==> config.mk <==
export PLATFORM = sky130hd
export DESIGN_NAME = button_click_and_long_press_detector_unit_flat
export DESIGN_NICKNAME = d
export VERILOG_FILES = /design/src/rtl/bcld_pkg.sv /design/src/rtl/bcld_in_if.sv /design/src/rtl/bcld_out_if.sv /design/src/rtl/bcld_cfg.sv /design/src/rtl/bcld_in_reg.sv /design/src/rtl/bcld_core.sv /design/src/rtl/button_click_and_long_press_detector_unit.sv /design/src/flat_wrapper.sv
export SDC_FILE = /design/constraint.sdc
export NUM_CORES = 1
export LEC_CHECK = 0
export ABC_AREA = 1
export BUFFER_PORTS_ARGS = -buffer_cell sky130_fd_sc_hd__clkbuf_2
export CORE_ASPECT_RATIO = 0.5
export CORE_MARGIN = 2
export CORE_UTILIZATION = 46
export DETAILED_ROUTE_END_ITERATION = 8
export GPL_TIMING_DRIVEN = 0
export PLACE_DENSITY = 0.62
export SLEW_MARGIN = 20
export SYNTH_ARGS = -nofsm -noshare
export SYNTH_HDL_FRONTEND = slang
export SYNTH_SLANG_ARGS = --single-unit
==> constraint.sdc <==
create_clock -name i_clk -period 3.7 [get_ports i_clk]
set_input_delay 0.74 -clock i_clk [delete_from_list [all_inputs] [get_ports i_clk]]
set_output_delay 0.74 -clock i_clk [all_outputs]
set_load 0.02 [all_outputs]
==> src/rtl/bcld_pkg.sv <==
`timescale 1ns / 1ps
// ----------------------------------------------------------------------------
// bcld_pkg
// Shared types and constants of the button click and long-press detector.
// ----------------------------------------------------------------------------
package bcld_pkg;

    localparam int CFG_WIDTH       = 32;
    localparam int CFG_INDEX_WIDTH = 2;
    localparam int MARK_WIDTH      = 8;
    localparam int KIND_WIDTH      = 2;

    typedef enum logic [CFG_INDEX_WIDTH-1:0] {
        REG_ACTIVE_LEVEL  = 2'd0,
        REG_DEBOUNCE_US   = 2'd1,
        REG_LONG_PRESS_US = 2'd2,
        REG_CLICK_GAP_US  = 2'd3
    } t_reg_index;

    typedef enum logic [KIND_WIDTH-1:0] {
        KIND_NONE  = 2'd0,
        KIND_CLICK = 2'd1,
        KIND_LONG  = 2'd2
    } t_kind;

    typedef enum logic [2:0] {
        PH_IDLE  = 3'b001,
        PH_TOUCH = 3'b010,
        PH_GAP   = 3'b100
    } t_phase;

    typedef struct packed {
        logic                 active_level;
        logic [CFG_WIDTH-1:0] debounce_us;
        logic [CFG_WIDTH-1:0] long_press_us;
        logic [CFG_WIDTH-1:0] click_gap_us;
    } t_cfg;

    localparam logic                 ACTIVE_LEVEL_RESET  = 1'b0;
    localparam logic [CFG_WIDTH-1:0] DEBOUNCE_US_RESET   = 32'd100;
    localparam logic [CFG_WIDTH-1:0] LONG_PRESS_US_RESET = 32'd500000;
    localparam logic [CFG_WIDTH-1:0] CLICK_GAP_US_RESET  = 32'd300000;

    localparam logic [MARK_WIDTH-1:0] LONG_MARK = 8'hFF;
    localparam logic [MARK_WIDTH-1:0] CLICK_MAX = 8'd254;

endpackage

==> src/rtl/bcld_in_if.sv <==
`timescale 1ns / 1ps
// ----------------------------------------------------------------------------
// bcld_in_if
// Sample tick channel: pin level, elapsed time and take-event flag.
// ----------------------------------------------------------------------------
interface bcld_in_if #(
    parameter int ELAPSED_WIDTH = 20
);
    logic                     valid;
    logic                     ready;
    logic                     pin_level;
    logic [ELAPSED_WIDTH-1:0] elapsed_us;
    logic                     take_event;

    modport source (output valid, output pin_level, output elapsed_us, output take_event,
                    input ready);
    modport sink   (input valid, input pin_level, input elapsed_us, input take_event,
                    output ready);
endinterface

==> src/rtl/bcld_out_if.sv <==
`timescale 1ns / 1ps
// ----------------------------------------------------------------------------
// bcld_out_if
// Result channel: event report and sample-taken flag.
// ----------------------------------------------------------------------------
interface bcld_out_if;
    logic       valid;
    logic       ready;
    logic       event_ready;
    logic [1:0] event_kind;
    logic [7:0] click_count;
    logic       sample_taken;

    modport source (output valid, output event_ready, output event_kind,
                    output click_count, output sample_taken, input ready);
    modport sink   (input valid, input event_ready, input event_kind,
                    input click_count, input sample_taken, output ready);
endinterface

==> src/rtl/bcld_cfg.sv <==
`timescale 1ns / 1ps
// ----------------------------------------------------------------------------
// bcld_cfg
// Configuration register file with a plain write port.
// ----------------------------------------------------------------------------
module bcld_cfg (
    input  logic                                 i_clk,
    input  logic                                 i_rst_n,
    input  logic                                 i_we,
    input  logic [bcld_pkg::CFG_INDEX_WIDTH-1:0] i_index,
    input  logic [bcld_pkg::CFG_WIDTH-1:0]       i_data,
    output bcld_pkg::t_cfg                       o_cfg
);
    import bcld_pkg::*;

    t_cfg r_cfg;

    always_ff @(posedge i_clk) begin
        if (!i_rst_n) begin
            r_cfg.active_level  <= ACTIVE_LEVEL_RESET;
            r_cfg.debounce_us   <= DEBOUNCE_US_RESET;
            r_cfg.long_press_us <= LONG_PRESS_US_RESET;
            r_cfg.click_gap_us  <= CLICK_GAP_US_RESET;
        end else if (i_we) begin
            case (t_reg_index'(i_index))
                REG_ACTIVE_LEVEL:  r_cfg.active_level  <= i_data[0];
                REG_DEBOUNCE_US:   r_cfg.debounce_us   <= i_data;
                REG_LONG_PRESS_US: r_cfg.long_press_us <= i_data;
                REG_CLICK_GAP_US:  r_cfg.click_gap_us  <= i_data;
                default: ;
            endcase
        end
    end

    assign o_cfg = r_cfg;

endmodule

==> src/rtl/bcld_in_reg.sv <==
`timescale 1ns / 1ps
// ----------------------------------------------------------------------------
// bcld_in_reg
// Input register: holds one sample tick until the core takes it.
// ----------------------------------------------------------------------------
module bcld_in_reg #(
    parameter int ELAPSED_WIDTH = 20
) (
    input  logic                     i_clk,
    input  logic                     i_rst_n,
    bcld_in_if.sink                  i_in_ch,
    input  logic                     i_advance,
    output logic                     o_valid,
    output logic                     o_pin_level,
    output logic [ELAPSED_WIDTH-1:0] o_elapsed_us,
    output logic                     o_take_event
);
    logic                     r_valid;
    logic                     r_pin_level;
    logic [ELAPSED_WIDTH-1:0] r_elapsed_us;
    logic                     r_take_event;
    logic                     in_beat;

    assign i_in_ch.ready = !r_valid || i_advance;
    assign in_beat       = i_in_ch.valid && i_in_ch.ready;

    always_ff @(posedge i_clk) begin
        if (!i_rst_n) begin
            r_valid <= 1'b0;
        end else if (i_in_ch.ready) begin
            r_valid <= i_in_ch.valid;
        end
    end

    always_ff @(posedge i_clk) begin
        if (in_beat) begin
            r_pin_level  <= i_in_ch.pin_level;
            r_elapsed_us <= i_in_ch.elapsed_us;
            r_take_event <= i_in_ch.take_event;
        end
    end

    assign o_valid      = r_valid;
    assign o_pin_level  = r_pin_level;
    assign o_elapsed_us = r_elapsed_us;
    assign o_take_event = r_take_event;

endmodule

==> src/rtl/bcld_core.sv <==
`timescale 1ns / 1ps
// ----------------------------------------------------------------------------
// bcld_core
// Debounce, long-press and multi-click state machine with result register.
// ----------------------------------------------------------------------------
module bcld_core #(
    parameter int TIME_WIDTH    = 32,
    parameter int ELAPSED_WIDTH = 20
) (
    input  logic                     i_clk,
    input  logic                     i_rst_n,
    input  bcld_pkg::t_cfg           i_cfg,
    input  logic                     i_valid,
    input  logic                     i_pin_level,
    input  logic [ELAPSED_WIDTH-1:0] i_elapsed_us,
    input  logic                     i_take_event,
    output logic                     o_advance,
    bcld_out_if.source               o_out_ch
);
    import bcld_pkg::*;

    localparam int SUM_WIDTH = ((TIME_WIDTH > ELAPSED_WIDTH) ? TIME_WIDTH : ELAPSED_WIDTH) + 1;
    localparam int CMP_WIDTH = (TIME_WIDTH > CFG_WIDTH) ? TIME_WIDTH : CFG_WIDTH;
    localparam logic [TIME_WIDTH-1:0] TIME_MAX = '1;

    function automatic logic [TIME_WIDTH-1:0] sat_add(input logic [TIME_WIDTH-1:0]    a,
                                                      input logic [ELAPSED_WIDTH-1:0] b);
        logic [SUM_WIDTH-1:0] s;
        s = SUM_WIDTH'(a) + SUM_WIDTH'(b);
        if (s >= SUM_WIDTH'(TIME_MAX)) begin
            return TIME_MAX;
        end
        return s[TIME_WIDTH-1:0];
    endfunction

    t_phase                r_phase,   n_phase;
    logic                  r_pending, n_pending;
    logic [TIME_WIDTH-1:0] r_press,   n_press;
    logic [TIME_WIDTH-1:0] r_hold,    n_hold;
    logic [MARK_WIDTH-1:0] r_mark,    n_mark;

    logic                  r_out_valid;
    logic                  r_ev_ready, n_ev_ready;
    t_kind                 r_kind,     n_kind;
    logic [MARK_WIDTH-1:0] r_count,    n_count;
    logic                  r_taken,    n_taken;

    logic                  step;
    logic                  pressed;
    logic                  take_hit;
    logic [TIME_WIDTH-1:0] press_sum;
    logic [TIME_WIDTH-1:0] hold_sum;

    assign o_advance = !r_out_valid || o_out_ch.ready;
    assign step      = i_valid && o_advance;
    assign pressed   = (i_pin_level == i_cfg.active_level);
    assign take_hit  = i_take_event && r_pending;
    assign press_sum = sat_add(r_press, i_elapsed_us);
    assign hold_sum  = sat_add(r_hold, i_elapsed_us);

    always_comb begin
        n_phase    = r_phase;
        n_pending  = r_pending;
        n_press    = r_press;
        n_hold     = r_hold;
        n_mark     = r_mark;
        n_ev_ready = 1'b0;
        n_kind     = KIND_NONE;
        n_count    = '0;
        n_taken    = 1'b0;

        // the report looks at the state left by the previous tick
        if (take_hit) begin
            n_ev_ready = 1'b1;
            n_pending  = 1'b0;
            if (r_mark == LONG_MARK ||
                CMP_WIDTH'(r_hold) > CMP_WIDTH'(i_cfg.long_press_us)) begin
                n_kind = KIND_LONG;
            end else if (r_mark != '0) begin
                n_kind  = KIND_CLICK;
                n_count = r_mark;
            end
        end

        if (!n_pending) begin
            n_taken = 1'b1;
            case (r_phase)
                PH_IDLE: begin
                    if (pressed) begin
                        n_press = '0;
                        n_hold  = '0;
                        n_mark  = '0;
                        n_phase = PH_TOUCH;
                    end
                end
                PH_TOUCH: begin
                    if (pressed) begin
                        n_press = press_sum;
                        n_hold  = hold_sum;
                        if (CMP_WIDTH'(hold_sum) > CMP_WIDTH'(i_cfg.long_press_us)) begin
                            n_mark = LONG_MARK;
                        end
                    end else if (CMP_WIDTH'(r_press) > CMP_WIDTH'(i_cfg.debounce_us)) begin
                        if (r_mark == LONG_MARK) begin
                            n_phase   = PH_IDLE;
                            n_pending = 1'b1;
                        end else begin
                            if (r_mark < CLICK_MAX) begin
                                n_mark = r_mark + 1'b1;
                            end
                            n_press = '0;
                            n_hold  = '0;
                            n_phase = PH_GAP;
                        end
                    end else begin
                        // bounce: too short to be a press
                        n_mark  = '0;
                        n_press = '0;
                        n_hold  = '0;
                        n_phase = PH_IDLE;
                    end
                end
                PH_GAP: begin
                    if (pressed) begin
                        n_press = '0;
                        n_hold  = '0;
                        n_phase = PH_TOUCH;
                    end else begin
                        n_press = press_sum;
                        if (CMP_WIDTH'(press_sum) > CMP_WIDTH'(i_cfg.click_gap_us)) begin
                            n_phase   = PH_IDLE;
                            n_pending = 1'b1;
                        end
                    end
                end
                default: ;
            endcase
        end
    end

    always_ff @(posedge i_clk) begin
        if (!i_rst_n) begin
            r_phase     <= PH_IDLE;
            r_pending   <= 1'b0;
            r_press     <= '0;
            r_hold      <= '0;
            r_mark      <= '0;
            r_out_valid <= 1'b0;
        end else begin
            if (step) begin
                r_phase   <= n_phase;
                r_pending <= n_pending;
                r_press   <= n_press;
                r_hold    <= n_hold;
                r_mark    <= n_mark;
            end
            if (o_advance) begin
                r_out_valid <= i_valid;
            end
        end
    end

    always_ff @(posedge i_clk) begin
        if (step) begin
            r_ev_ready <= n_ev_ready;
            r_kind     <= n_kind;
            r_count    <= n_count;
            r_taken    <= n_taken;
        end
    end

    assign o_out_ch.valid        = r_out_valid;
    assign o_out_ch.event_ready  = r_ev_ready;
    assign o_out_ch.event_kind   = r_kind;
    assign o_out_ch.click_count  = r_count;
    assign o_out_ch.sample_taken = r_taken;

    a_pending_ignores_tick: assert property (@(posedge i_clk) disable iff (!i_rst_n)
        step && r_pending && !i_take_event |=> !r_taken)
        else $error("tick taken while an event was pending");

    a_report_then_sample: assert property (@(posedge i_clk) disable iff (!i_rst_n)
        r_out_valid && r_ev_ready |-> r_taken)
        else $error("reported event but tick not taken");

    a_count_only_for_click: assert property (@(posedge i_clk) disable iff (!i_rst_n)
        r_out_valid && r_kind != KIND_CLICK |-> r_count == '0)
        else $error("click count set without click event");

    a_pending_in_idle: assert property (@(posedge i_clk) disable iff (!i_rst_n)
        r_pending |-> r_phase == PH_IDLE)
        else $error("event pending outside idle phase");

endmodule

==> src/rtl/button_click_and_long_press_detector_unit.sv <==
`timescale 1ns / 1ps
// ----------------------------------------------------------------------------
// button_click_and_long_press_detector_unit
// Debounces a button pin and reports multi-click counts and long presses.
// ----------------------------------------------------------------------------
//  channel    dir  handshake      beat contents
//  i_in_ch    in   valid/ready    pin_level, elapsed_us, take_event
//  o_out_ch   out  valid/ready    event_ready, event_kind, click_count, sample_taken
//  i_cfg_*    in   write enable   index 0..3, 32-bit data
//
//  one beat per cycle sustained while the output is not stalled; a result is registered
//  through the input register, then the state update into the result register
//  reset is synchronous and active low; the config registers return to defaults
//  a stalled output holds its result and the input register keeps one beat behind it
// ----------------------------------------------------------------------------
module button_click_and_long_press_detector_unit #(
    parameter int TIME_WIDTH    = 32,
    parameter int ELAPSED_WIDTH = 20
) (
    input  logic                                 i_clk,
    input  logic                                 i_rst_n,
    bcld_in_if.sink                              i_in_ch,
    bcld_out_if.source                           o_out_ch,
    input  logic                                 i_cfg_we,
    input  logic [bcld_pkg::CFG_INDEX_WIDTH-1:0] i_cfg_index,
    input  logic [bcld_pkg::CFG_WIDTH-1:0]       i_cfg_data
);
    import bcld_pkg::*;

    t_cfg                     cfg;
    logic                     advance;
    logic                     item_valid;
    logic                     item_pin_level;
    logic [ELAPSED_WIDTH-1:0] item_elapsed_us;
    logic                     item_take_event;

    bcld_cfg u_cfg (
        .i_clk   (i_clk),
        .i_rst_n (i_rst_n),
        .i_we    (i_cfg_we),
        .i_index (i_cfg_index),
        .i_data  (i_cfg_data),
        .o_cfg   (cfg)
    );

    bcld_in_reg #(
        .ELAPSED_WIDTH (ELAPSED_WIDTH)
    ) u_in_reg (
        .i_clk        (i_clk),
        .i_rst_n      (i_rst_n),
        .i_in_ch      (i_in_ch),
        .i_advance    (advance),
        .o_valid      (item_valid),
        .o_pin_level  (item_pin_level),
        .o_elapsed_us (item_elapsed_us),
        .o_take_event (item_take_event)
    );

    bcld_core #(
        .TIME_WIDTH    (TIME_WIDTH),
        .ELAPSED_WIDTH (ELAPSED_WIDTH)
    ) u_core (
        .i_clk        (i_clk),
        .i_rst_n      (i_rst_n),
        .i_cfg        (cfg),
        .i_valid      (item_valid),
        .i_pin_level  (item_pin_level),
        .i_elapsed_us (item_elapsed_us),
        .i_take_event (item_take_event),
        .o_advance    (advance),
        .o_out_ch     (o_out_ch)
    );

endmodule
==> src/flat_wrapper.sv <==
// flat-port wrapper written by rule: the top's interface ports become plain ports
module button_click_and_long_press_detector_unit_flat import bcld_pkg::*;
#(
    parameter int TIME_WIDTH    = 32,
    parameter int ELAPSED_WIDTH = 20
)
  (i_clk, i_rst_n, i_cfg_we, i_cfg_index, i_cfg_data, i_in_ch_valid, i_in_ch_pin_level, i_in_ch_elapsed_us, i_in_ch_take_event, i_in_ch_ready, o_out_ch_valid, o_out_ch_event_ready, o_out_ch_event_kind, o_out_ch_click_count, o_out_ch_sample_taken, o_out_ch_ready);
  bcld_in_if #(.ELAPSED_WIDTH(ELAPSED_WIDTH)) i_in_ch_i ();
  bcld_out_if o_out_ch_i ();
  input  logic i_clk;
  input  logic i_rst_n;
  input  logic i_cfg_we;
  input  logic [bcld_pkg::CFG_INDEX_WIDTH-1:0] i_cfg_index;
  input  logic [bcld_pkg::CFG_WIDTH-1:0] i_cfg_data;
  input wire logic [$bits(i_in_ch_i.valid)-1:0] i_in_ch_valid;
  input wire logic [$bits(i_in_ch_i.pin_level)-1:0] i_in_ch_pin_level;
  input wire logic [$bits(i_in_ch_i.elapsed_us)-1:0] i_in_ch_elapsed_us;
  input wire logic [$bits(i_in_ch_i.take_event)-1:0] i_in_ch_take_event;
  output wire logic [$bits(i_in_ch_i.ready)-1:0] i_in_ch_ready;
  output wire logic [$bits(o_out_ch_i.valid)-1:0] o_out_ch_valid;
  output wire logic [$bits(o_out_ch_i.event_ready)-1:0] o_out_ch_event_ready;
  output wire logic [$bits(o_out_ch_i.event_kind)-1:0] o_out_ch_event_kind;
  output wire logic [$bits(o_out_ch_i.click_count)-1:0] o_out_ch_click_count;
  output wire logic [$bits(o_out_ch_i.sample_taken)-1:0] o_out_ch_sample_taken;
  input wire logic [$bits(o_out_ch_i.ready)-1:0] o_out_ch_ready;
  assign i_in_ch_i.valid = i_in_ch_valid;
  assign i_in_ch_i.pin_level = i_in_ch_pin_level;
  assign i_in_ch_i.elapsed_us = i_in_ch_elapsed_us;
  assign i_in_ch_i.take_event = i_in_ch_take_event;
  assign i_in_ch_ready = i_in_ch_i.ready;
  assign o_out_ch_valid = o_out_ch_i.valid;
  assign o_out_ch_event_ready = o_out_ch_i.event_ready;
  assign o_out_ch_event_kind = o_out_ch_i.event_kind;
  assign o_out_ch_click_count = o_out_ch_i.click_count;
  assign o_out_ch_sample_taken = o_out_ch_i.sample_taken;
  assign o_out_ch_i.ready = o_out_ch_ready;
  button_click_and_long_press_detector_unit #(.TIME_WIDTH(TIME_WIDTH), .ELAPSED_WIDTH(ELAPSED_WIDTH)) u_core (.i_clk(i_clk), .i_rst_n(i_rst_n), .i_in_ch(i_in_ch_i), .o_out_ch(o_out_ch_i), .i_cfg_we(i_cfg_we), .i_cfg_index(i_cfg_index), .i_cfg_data(i_cfg_data));
endmodule
==> flow_summary.yaml, run 1 <==
die:
  io_pins: 75
  coreArea_mm2: 0.03305
  die_area_mm2: 0.03510
  floorplan.initialDensity: 0.4667
  rows: 47
  die_y_um: 133.5
  die_width_um: 263.0
synthesis:
  ys.flop_type: "dfxtp_1"
  synth.area.top_cells: "dfxtp_1, nand2_1, ha_1, inv_1, a21oi_1"
  avgSynthCellArea_um2: 6.709
  syn_nets: 2532
  seq_area_frac_synth: 0.2933
  synth_edf_count: 34
  yosysTopAreaCellShare: 0.2271
  synthCells: 2299
  yosysTopAreaCell: "dfxtp_1"
  async_flop_share: 0
  synth_cell_types: 49
  ys_ff_latch: 209
  synth_area_mm2: 0.01542
  ys_warn_count: 0
sta:
  timing.final.ws_setup_ns: -0.7176
  min_period_ns: 4.418
  rsz0062_at_grt: "true"
  fmax_ghz: 0.2264
  worstMarginPinSlew_ns: 1.004
  drv_slew: 0
  tns_ns: -7.991
  setup_viol: 12
  post-route-period-util: 1.194
  fin_skew_ns: 0.02051
  final_hold_viol_count: 0
  slew-limit-headroom: 0.3310
power:
  intPower_uw: 4146
  peakVddDrop_mv: 0.2342
  fin_total_pwr_uw: 5770
  seqPwrFrac: 0.425
  netSwitchingFraction: 0.2814
  leakagePower_uw: 0.008753
  powerDensity_mw_per_mm2: 309.4
  clkPwrFrac: 0.404
  combPwrFrac: 0.171
  power.net_switching_uw: 1624
clock_tree:
  cts.sinks: 209
  cts-htree-levels: 1
  cts_root_buf: "clkbuf_16"
  cts_tree: "built"
  numCtsBuffers: 22
  cts_max_path_buffers: 3
  insertion_delay_ns: 0.52
  cts.clk_slew.worst_paths_ns: 0.06
worst_setup_path:
  reg2regPathDepth: 31
  crit_fanout: 5
  critical_path_class: "reg2reg"
  r2r_start: "u_core.u_in_reg.o_elapsed_us[1]$_DFFE_PP_"
  start_kind: "flip-flop"
  rr_endpoint: "u_core.u_core.r_mark[6]$_SDFFE_PN0P_"
  cp-end-kind: "flip-flop"
  rrSetupSlack_ns: -0.72
  required_ns: 4.11
  worst_ep_arrival_time_ns: 4.83
  critPathSlowestCell: "edfxtp_1"
  slowest_delay_ns: 0.52
run_status:
  status: "complete, but fails checks"
  violations: "negative setup slack"
finish:
  drive_above_1_share: 0.1811
  layout.nets: 2692
  final_cell_mix: "nand2_1, inv_1, a21oi_1"
  fin_area_mm2: 0.01865
  n_antenna_cell: 0
  final_core_util: 0.5642
  layout_commonest_cell: "nand2_1"
  area_growth_pct: 20.89
grt:
  antenna_found_initial: 1
  gr-total-overflow: 0
  grt_usage: 0.2780
  grt_first_pass_wirelength_um: 76120
  first_global_vias: 14060
  grt_start_max_net_pins: 23
detailed_routing:
  drc_errors: 0
  wirelength_um: 49790
  wl_per_cell_um: 17.08
  drt_iter0_drc: 1196
  ant_nets: 0
  vias_per_cell: 5.261
  firstDrtPassIters: 6
  vias: 15340
placement:
  gp_congestion: 0.9062
  numPortBuffers: 73
  placed_area_mm2: 0.01641
  hpwlAfterDp_um: 40490
min_path:
  min-delay-start: "i_in_ch_elapsed_us[1]"
  hold_path_depth: 1
  hp-class: "in2reg"
  hold_end: "u_core.u_in_reg.o_elapsed_us[1]$_DFFE_PP_"
run:
  maxCapViolCount: 0
[state kept, by name (all words and copies together), names as in the netlist, 2 cells and up]
name / flops
u_core.u_core.o_out_ch.event_kind: 2
u_core.u_core.r_phase: 3
u_core.u_core.o_out_ch.click_count: 8
u_core.u_cfg.o_cfg: 97
u_core.u_in_reg.o_elapsed_us: 20
u_core.u_core.r_mark: 8
u_core.u_core.r_hold: 32
u_core.u_core.r_press: 32
[worst max-delay path: cells and delay by family, from the launching register on]
kind                     cells  cell delay, ns
AO/OA/AOI/OAI                3            0.41
XOR/XNOR                     1            0.20
adder cells (fa/ha/maj)      2            0.65
buffers and inverters        8            0.95
flip-flops                   1            0.52
AND/OR/NAND/NOR             17            1.59
[cell usage after synthesis (13+ instances only)]
master / number
inv_1: 375
nand4_1: 35
o21ai_0: 119
xor2_1: 15
nor3_1: 23
ha_1: 170
nand3_2: 17
nand3_1: 130
o211ai_1: 16
dfxtp_1: 175
nand2_2: 21
edfxtp_1: 34
nand2_1: 615
buf_2: 13
clkbuf_1: 40
a21oi_1: 232
nor2_1: 161
[power by group through the flow]
stage | registers (uW) | clock network [uW] | logic, uW
floorplan | 2490 | 0 | 565
global placement | 2520 | 0 | 811
detailed placement | 2520 | 0 | 823
CTS | 2450 | 2350 | 928
global route | 2460 | 2450 | 1090
finish | 2450 | 2330 | 987
[stage by stage]
stage	worst slack [ns]	hold WS, ns	instances
after floorplan	-0.02937	0.4331	2299
after global placement	-1.218	0.4499	2813
after detailed placement	-1.203	0.4544	2813
after CTS	-0.6194	0.3803	2900
after global routing	-1.002	0.3872	2915
final	-0.7176	0.3944	2915
[cells by family (layout without fill, tap and decap cells)]
group                    Yosys count  after routing  share of synthesized area
flip-flops                       209            209                     0.2933
buffers and inverters            446            621                     0.1133
XOR/XNOR                          20             20                    0.01136
AND/OR/NAND/NOR                 1049           1049                     0.3012
AO/OA/AOI/OAI                    403            403                     0.1403
adder cells (fa/ha/maj)          172            172                     0.1405
[per-layer routing]
layer | track usage | up-vias | wire length, um
li1 | - | 7782 | -
met1 | 0.4065 | 7059 | 24180
met2 | 0.4315 | 422 | 21050
met3 | 0.03660 | 72 | 3127
met4 | 0.07365 | 2 | 1360
met5 | 0 | - | 79
[repair_timing]
action                     CTS  global route
pin swaps                   25            46
setup endpoints to repair   12            14
hold buffers                 0             0
cloned                       3             1
buffers inserted            45            14
resized for setup          108           105
[final cells by class]
| cell class | instances | area [um^2] |
|---|---|---|
| fill | 3210 | 14400 |
| multi-input combinational | 1644 | 10140 |
| sequential | 209 | 4527 |
| inverter | 384 | 1444 |
| timing repair buffer | 136 | 890.9 |
| clock buffer | 31 | 624.3 |
| tap | 441 | 551.8 |
| buffer | 62 | 336.6 |
| clock inverter | 8 | 128.9 |
[worst max path at each step]
stage | end | slack [ns] | cells after the start | start
after global placement | u_core.u_core.r_mark[5]$_SDFFE_PN0P_ | -1.22 | 27 | u_core.u_in_reg.o_elapsed_us[1]$_DFFE_PP_
after global routing | u_core.u_core.r_mark[6]$_SDFFE_PN0P_ | -1.00 | 36 | u_core.u_in_reg.o_elapsed_us[0]$_DFFE_PP_
after CTS | u_core.u_core.r_mark[6]$_SDFFE_PN0P_ | -0.62 | 30 | u_core.u_in_reg.o_elapsed_us[1]$_DFFE_PP_
final | u_core.u_core.r_mark[6]$_SDFFE_PN0P_ | -0.72 | 31 | u_core.u_in_reg.o_elapsed_us[1]$_DFFE_PP_
after floorplan | u_core.u_core.r_mark[6]$_SDFFE_PN0P_ | -0.03 | 35 | u_core.u_in_reg.o_elapsed_us[0]$_DFFE_PP_
after detailed placement | u_core.u_core.r_mark[5]$_SDFFE_PN0P_ | -1.20 | 27 | u_core.u_in_reg.o_elapsed_us[1]$_DFFE_PP_
Note: power is estimated with default switching activity, not from simulation.
==> inputs of run 2 (changes only) <==
--- a/config.mk
+++ b/config.mk
@@ -11,7 +11,6 @@
 export CORE_MARGIN = 2
 export CORE_UTILIZATION = 46
 export DETAILED_ROUTE_END_ITERATION = 8
-export GPL_TIMING_DRIVEN = 0
 export PLACE_DENSITY = 0.62
 export SLEW_MARGIN = 20
 export SYNTH_ARGS = -nofsm -noshare
==> run 2 against run 1 <==
Highest routed layer is now met4; combinational power is 13% higher; flip-flop and latch count stayed put; the flow still finishes with violations (negative setup slack); worst setup slack worse by 0.052 ns; global-route usage is 1.9 points higher; largest cell class unchanged; non-clock buffer count is 217 higher; critical path depth is 3 higher; via count is 6.3% higher; wire length is 7.8% higher.
==> flow_summary.yaml, run 2 (synthesis results as in run 1) <==
min_path:
  hold_end: "u_core.u_in_reg.o_elapsed_us[11]$_DFFE_PP_"
  hp-class: "in2reg"
  min-delay-start: "i_in_ch_elapsed_us[11]"
  hold_path_depth: 1
worst_setup_path:
  crit_buf_inv: 4
  crit_fanout: 8
  r2r_start: "u_core.u_in_reg.o_elapsed_us[0]$_DFFE_PP_"
  required_ns: 4.14
  critical_path_class: "reg2reg"
  path_common_cell: "nand2_1"
  reg2regPathDepth: 34
  rrSetupSlack_ns: -0.77
  slowest_delay_ns: 0.39
  cpLargestDelayFamily: "simple AND/OR/NAND/NOR gates"
  critPathSlowestCell: "fa_2"
  cp-end-kind: "flip-flop"
  start_kind: "flip-flop"
  rr_endpoint: "u_core.u_core.r_mark[3]$_SDFFE_PN0P_"
  worst_ep_arrival_time_ns: 4.91
detailed_routing:
  wirelength_um: 53660
  ant_nets: 0
  firstDrtPassIters: 5
  vias: 16310
  wl_per_cell_um: 17.12
  vias_per_cell: 5.201
  drt_iter0_drc: 1306
  drc_errors: 0
grt:
  grt_first_pass_wirelength_um: 81890
  grt_usage: 0.2971
  first_global_vias: 14900
  grt_start_max_net_pins: 100
  gr-total-overflow: 0
  antenna_found_initial: 2
power:
  powerDensity_mw_per_mm2: 276.0
  leakagePower_uw: 0.01004
  peakVddDrop_mv: 0.4087
  fin_total_pwr_uw: 5721
clock_tree:
  cts.clk_slew.worst_paths_ns: 0.07
  insertion_delay_ns: 0.54
  cts.sinks: 209
  cts_tree: "built"
  ctsHoldBuffers: 0
  cts_max_path_buffers: 3
  numCtsBuffers: 22
  cts_root_buf: "clkbuf_16"
  cts-htree-levels: 1
die:
  floorplan.initialDensity: 0.4667
  die_width_um: 263.0
  die_y_um: 133.5
  rows: 47
  die_area_mm2: 0.03510
  io_pins: 75
  coreArea_mm2: 0.03305
finish:
  layout.nets: 2910
  final-instance-count-excl-fill: 3135
  area_growth_pct: 34.37
  nFillCells: 3039
  largest_reg_flops: 97
  drive_above_1_share: 0.2707
  layout_commonest_cell: "nand2_1"
  seq_area_mm2: 0.004524
  multi_input_area_mm2: 0.01036
  final_cell_mix: "nand2_1, inv_1, buf_4"
sta:
  min_period_ns: 4.470
  post-route-period-util: 1.208
  rsz0062_at_grt: "true"
  final_hold_viol_count: 0
  timing.hold.ws_ns: 0.3703
  fin_skew_ns: 0.01258
  worstMarginPinSlew_ns: 1.035
  setup_viol: 12
  timing.final.ws_setup_ns: -0.7696
  drv_slew: 0
  slew-limit-headroom: 0.3092
  fmax_ghz: 0.2237
placement:
  dp_cells: 3058
  numPortBuffers: 74
  gp_congestion: 0.9756
  hpwlAfterDp_um: 41490
run:
  maxCapViolCount: 0
run_status:
  violations: "negative setup slack"
  status: "complete, but fails checks"
run 2: cell types whose count changed in the layout (fill, tap and decap cells not counted), moves of 10 or more:
cell,before,now
a21oi_2,15,26
buf_4,56,320
buf_2,11,0
a21oi_1,228,217
buf_12,3,13
clkbuf_1,43,10
run 2: worst max path at each step:
stage / start / to / slack, ns / depth (start not counted)
2_1_floorplan: u_core.u_in_reg.o_elapsed_us[0]$_DFFE_PP_ / u_core.u_core.r_mark[6]$_SDFFE_PN0P_ / -0.03 / 35
3_3_place_gp: u_core.u_in_reg.o_elapsed_us[4]$_DFFE_PP_ / u_core.u_core.r_phase[2]$_SDFFE_PN0P_ / -0.81 / 26
3_5_place_dp: u_core.u_in_reg.o_elapsed_us[4]$_DFFE_PP_ / u_core.u_core.r_phase[2]$_SDFFE_PN0P_ / -0.88 / 26
4_1_cts: u_core.u_in_reg.o_elapsed_us[1]$_DFFE_PP_ / u_core.u_core.r_mark[4]$_SDFFE_PN0P_ / -0.56 / 36
5_1_grt: u_core.u_in_reg.o_elapsed_us[0]$_DFFE_PP_ / u_core.u_core.r_mark[1]$_SDFFE_PN0P_ / -1.02 / 34
6_report: u_core.u_in_reg.o_elapsed_us[0]$_DFFE_PP_ / u_core.u_core.r_mark[3]$_SDFFE_PN0P_ / -0.77 / 34
run 2: through the flow:
stage                     setup TNS (ns)  instance area, um^2    util  worst slack (ns)
final                             -8.637                20720  0.6271           -0.7696
after global routing              -11.60                20720  0.6271            -1.021
after CTS                         -6.422                19750  0.5975           -0.5603
after detailed placement          -9.252                18550  0.5612           -0.8779
after global placement            -9.130                18550  0.5612           -0.8148
after floorplan                 -0.05869                15490       -          -0.02937
run 2: power breakdown:
group | switching (uW) | internal, uW | leakage, uW
Combinational | 670 | 451 | 0.00798
Sequential | 48.3 | 2400 | 0.00175
Clock | 1030 | 1120 | 0.000310
run 2: metal layers:
metal / GRT usage / part of all wire
met1: 0.4466 / 0.49
met5: 0 / 0
met3: 0.04233 / 0.068
met2: 0.4496 / 0.42
met4: 0.06508 / 0.020
run 2: cell type report:
class                      count  area share
multi-input combinational   1645      0.4997
sequential                   209      0.2183
timing repair buffer         415      0.1541
inverter                     384     0.06967
clock buffer                  32     0.02837
tap                          441     0.02662
clock inverter                 8    0.003079
antenna                        1   0.0001207
run 2: timing repair:
| action | in CTS | in global routing |
|---|---|---|
| resized for setup | 90 | 140 |
| setup buffers | 8 | 22 |
| endpoints found under the setup margin | 12 | 12 |
| gates cloned | 3 | 4 |
| pin swaps | 10 | 72 |
==> inputs of run 3 (changes only) <==
--- a/config.mk
+++ b/config.mk
@@ -6,7 +6,7 @@
 export NUM_CORES = 1
 export LEC_CHECK = 0
 export ABC_AREA = 1
-export BUFFER_PORTS_ARGS = -buffer_cell sky130_fd_sc_hd__clkbuf_2
+export BUFFER_PORTS_ARGS = -buffer_cell sky130_fd_sc_hd__buf_2
 export CORE_ASPECT_RATIO = 0.5
 export CORE_MARGIN = 2
 export CORE_UTILIZATION = 46
==> run 3 against run 2 <==
The flow still finishes with violations (negative setup slack); worst hold slack improved by 0.0052 ns; wire length is 2.3% higher; flip-flop and latch count unchanged; clock skew down 0.0021 ns; largest power group unchanged.
==> flow_summary.yaml, run 3 (synthesis results as in run 1) <==
clock_tree:
  insertion_delay_ns: 0.54
  cts_root_buf: "clkbuf_16"
  cts_tree: "built"
  cts-htree-levels: 1
  cts.clk_slew.worst_paths_ns: 0.07
  cts.sinks: 209
  cts_max_path_buffers: 3
  numCtsBuffers: 22
grt:
  grt_first_pass_wirelength_um: 81760
  gr-total-overflow: 0
  grt_usage: 0.2975
  first_global_vias: 15020
  grt_start_max_net_pins: 100
  antenna_found_initial: 4
detailed_routing:
  wirelength_um: 54870
  firstDrtPassIters: 5
  wl_per_cell_um: 17.44
  drc_errors: 0
  ant_nets: 0
  drt_iter0_drc: 1485
  vias_per_cell: 5.265
  vias: 16570
run_status:
  violations: "negative setup slack"
  status: "complete, but fails checks"
power:
  fin_total_pwr_uw: 5937
  powerDensity_mw_per_mm2: 281.8
  leakagePower_uw: 0.01013
  peakVddDrop_mv: 0.2502
finish:
  final_core_util: 0.6376
  nFillCells: 2992
  final-instance-count-excl-fill: 3147
  layout_commonest_cell: "nand2_1"
  drive_above_1_share: 0.2840
  area_growth_pct: 36.62
  largest_reg_flops: 97
  layout.nets: 2922
  fin_area_mm2: 0.02107
  final_cell_mix: "nand2_1, inv_1, buf_4"
worst_setup_path:
  rr_endpoint: "u_core.u_core.r_mark[2]$_SDFFE_PN0P_"
  crit_fanout: 8
  worst_ep_arrival_time_ns: 4.93
  cpLargestDelayFamily: "simple AND/OR/NAND/NOR gates"
  path_common_cell: "nand2_1"
  critical_path_class: "reg2reg"
  r2r_start: "u_core.u_in_reg.o_elapsed_us[0]$_DFFE_PP_"
  start_kind: "flip-flop"
  reg2regPathDepth: 37
  required_ns: 4.13
  crit_buf_inv: 6
  rrSetupSlack_ns: -0.80
  slowest_delay_ns: 0.40
  critPathSlowestCell: "edfxtp_1"
  cp-end-kind: "flip-flop"
sta:
  rsz0062_at_grt: "true"
  timing.final.ws_setup_ns: -0.8034
  min_period_ns: 4.503
  final_hold_viol_count: 0
  drv_slew: 0
  setup_viol: 12
  fmax_ghz: 0.2221
  fin_skew_ns: 0.01053
  post-route-period-util: 1.217
  worstMarginPinSlew_ns: 1.041
  slew-limit-headroom: 0.3053
placement:
  dpl_worst_slack_ns: -0.8239
  dp_cells: 3065
  placed_area_mm2: 0.01858
  numPortBuffers: 74
  hpwlAfterDp_um: 41670
  gp_congestion: 0.9618
die:
  floorplan.initialDensity: 0.4667
  die_y_um: 133.5
  coreArea_mm2: 0.03305
  die_area_mm2: 0.03510
  rows: 47
  die_width_um: 263.0
  io_pins: 75
min_path:
  min-delay-start: "i_in_ch_elapsed_us[5]"
  hp-class: "in2reg"
  hold_end: "u_core.u_in_reg.o_elapsed_us[5]$_DFFE_PP_"
  hold_path_depth: 1
run:
  maxCapViolCount: 0
==> run 3: cell count changes in the layout (fill, tap and decap cells not counted), sizes merged <==
| cell | delta |
|---|---|
| buf | +87 |
| diode | +1 |
| clkinv | -5 |
| inv | +2 |
| bufinv | +1 |
| nand3 | -1 |
| clkbuf | -73 |
==> run 3: worst max-delay path by stage <==
stage          slack [ns]                                      start                               endpoint  cells past startpoint
3_3_place_gp        -0.78  u_core.u_in_reg.o_elapsed_us[7]$_DFFE_PP_   u_core.u_core.r_mark[3]$_SDFFE_PN0P_                     27
6_report            -0.80  u_core.u_in_reg.o_elapsed_us[0]$_DFFE_PP_   u_core.u_core.r_mark[2]$_SDFFE_PN0P_                     37
3_5_place_dp        -0.82  u_core.u_in_reg.o_elapsed_us[1]$_DFFE_PP_  u_core.u_core.r_phase[2]$_SDFFE_PN0P_                     31
5_1_grt             -0.99  u_core.u_in_reg.o_elapsed_us[0]$_DFFE_PP_   u_core.u_core.r_mark[6]$_SDFFE_PN0P_                     36
2_1_floorplan       -0.03  u_core.u_in_reg.o_elapsed_us[0]$_DFFE_PP_   u_core.u_core.r_mark[6]$_SDFFE_PN0P_                     35
4_1_cts             -0.63  u_core.u_in_reg.o_elapsed_us[0]$_DFFE_PP_   u_core.u_core.r_mark[0]$_SDFFE_PN0P_                     33
==> run 3: power by group <==
group / internal, uW / switching, uW
Clock: 1320 / 1020
Combinational: 470 / 674
Sequential: 2400 / 51.6
Total: 4190 / 1750
==> run 3: layer usage <==
layer  track usage  vias up  part of all wire
met5             0        -                 0
met2        0.4446      544              0.42
met3       0.04344       74             0.077
li1              -     8241                 -
met4       0.06476        0             0.022
met1        0.4504     7711              0.48
==> run 3: timing repair <==
action / in CTS / in global routing
pin swaps: 16 / 75
hold buffers: 0 / 0
gates resized for setup: 77 / 189
endpoints found under the setup margin: 12 / 12
cloned: 1 / 4
setup buffers: 14 / 22
==> run 3: final cells by class <==
type | instances | area (um^2) | share of cell area
Antenna cell | 2 | 5.005 | 0.0002375
Clock buffer | 33 | 664.4 | 0.03153
Clock inverter | 6 | 67.56 | 0.003206
Inverter | 384 | 1441 | 0.06840
Multi-Input combinational cell | 1644 | 10530 | 0.4998
Sequential cell | 209 | 4524 | 0.2147
Tap cell | 441 | 551.8 | 0.02619
Timing Repair Buffer | 428 | 3286 | 0.1559
==> run 3: stage by stage <==
stage          TNS (ns)  hold slack (ns)
2_1_floorplan  -0.05869           0.4331
3_3_place_gp     -9.056           0.4482
3_5_place_dp     -9.646           0.4533
4_1_cts          -7.361           0.3663
5_1_grt          -11.39           0.3641
6_report         -9.087           0.3755
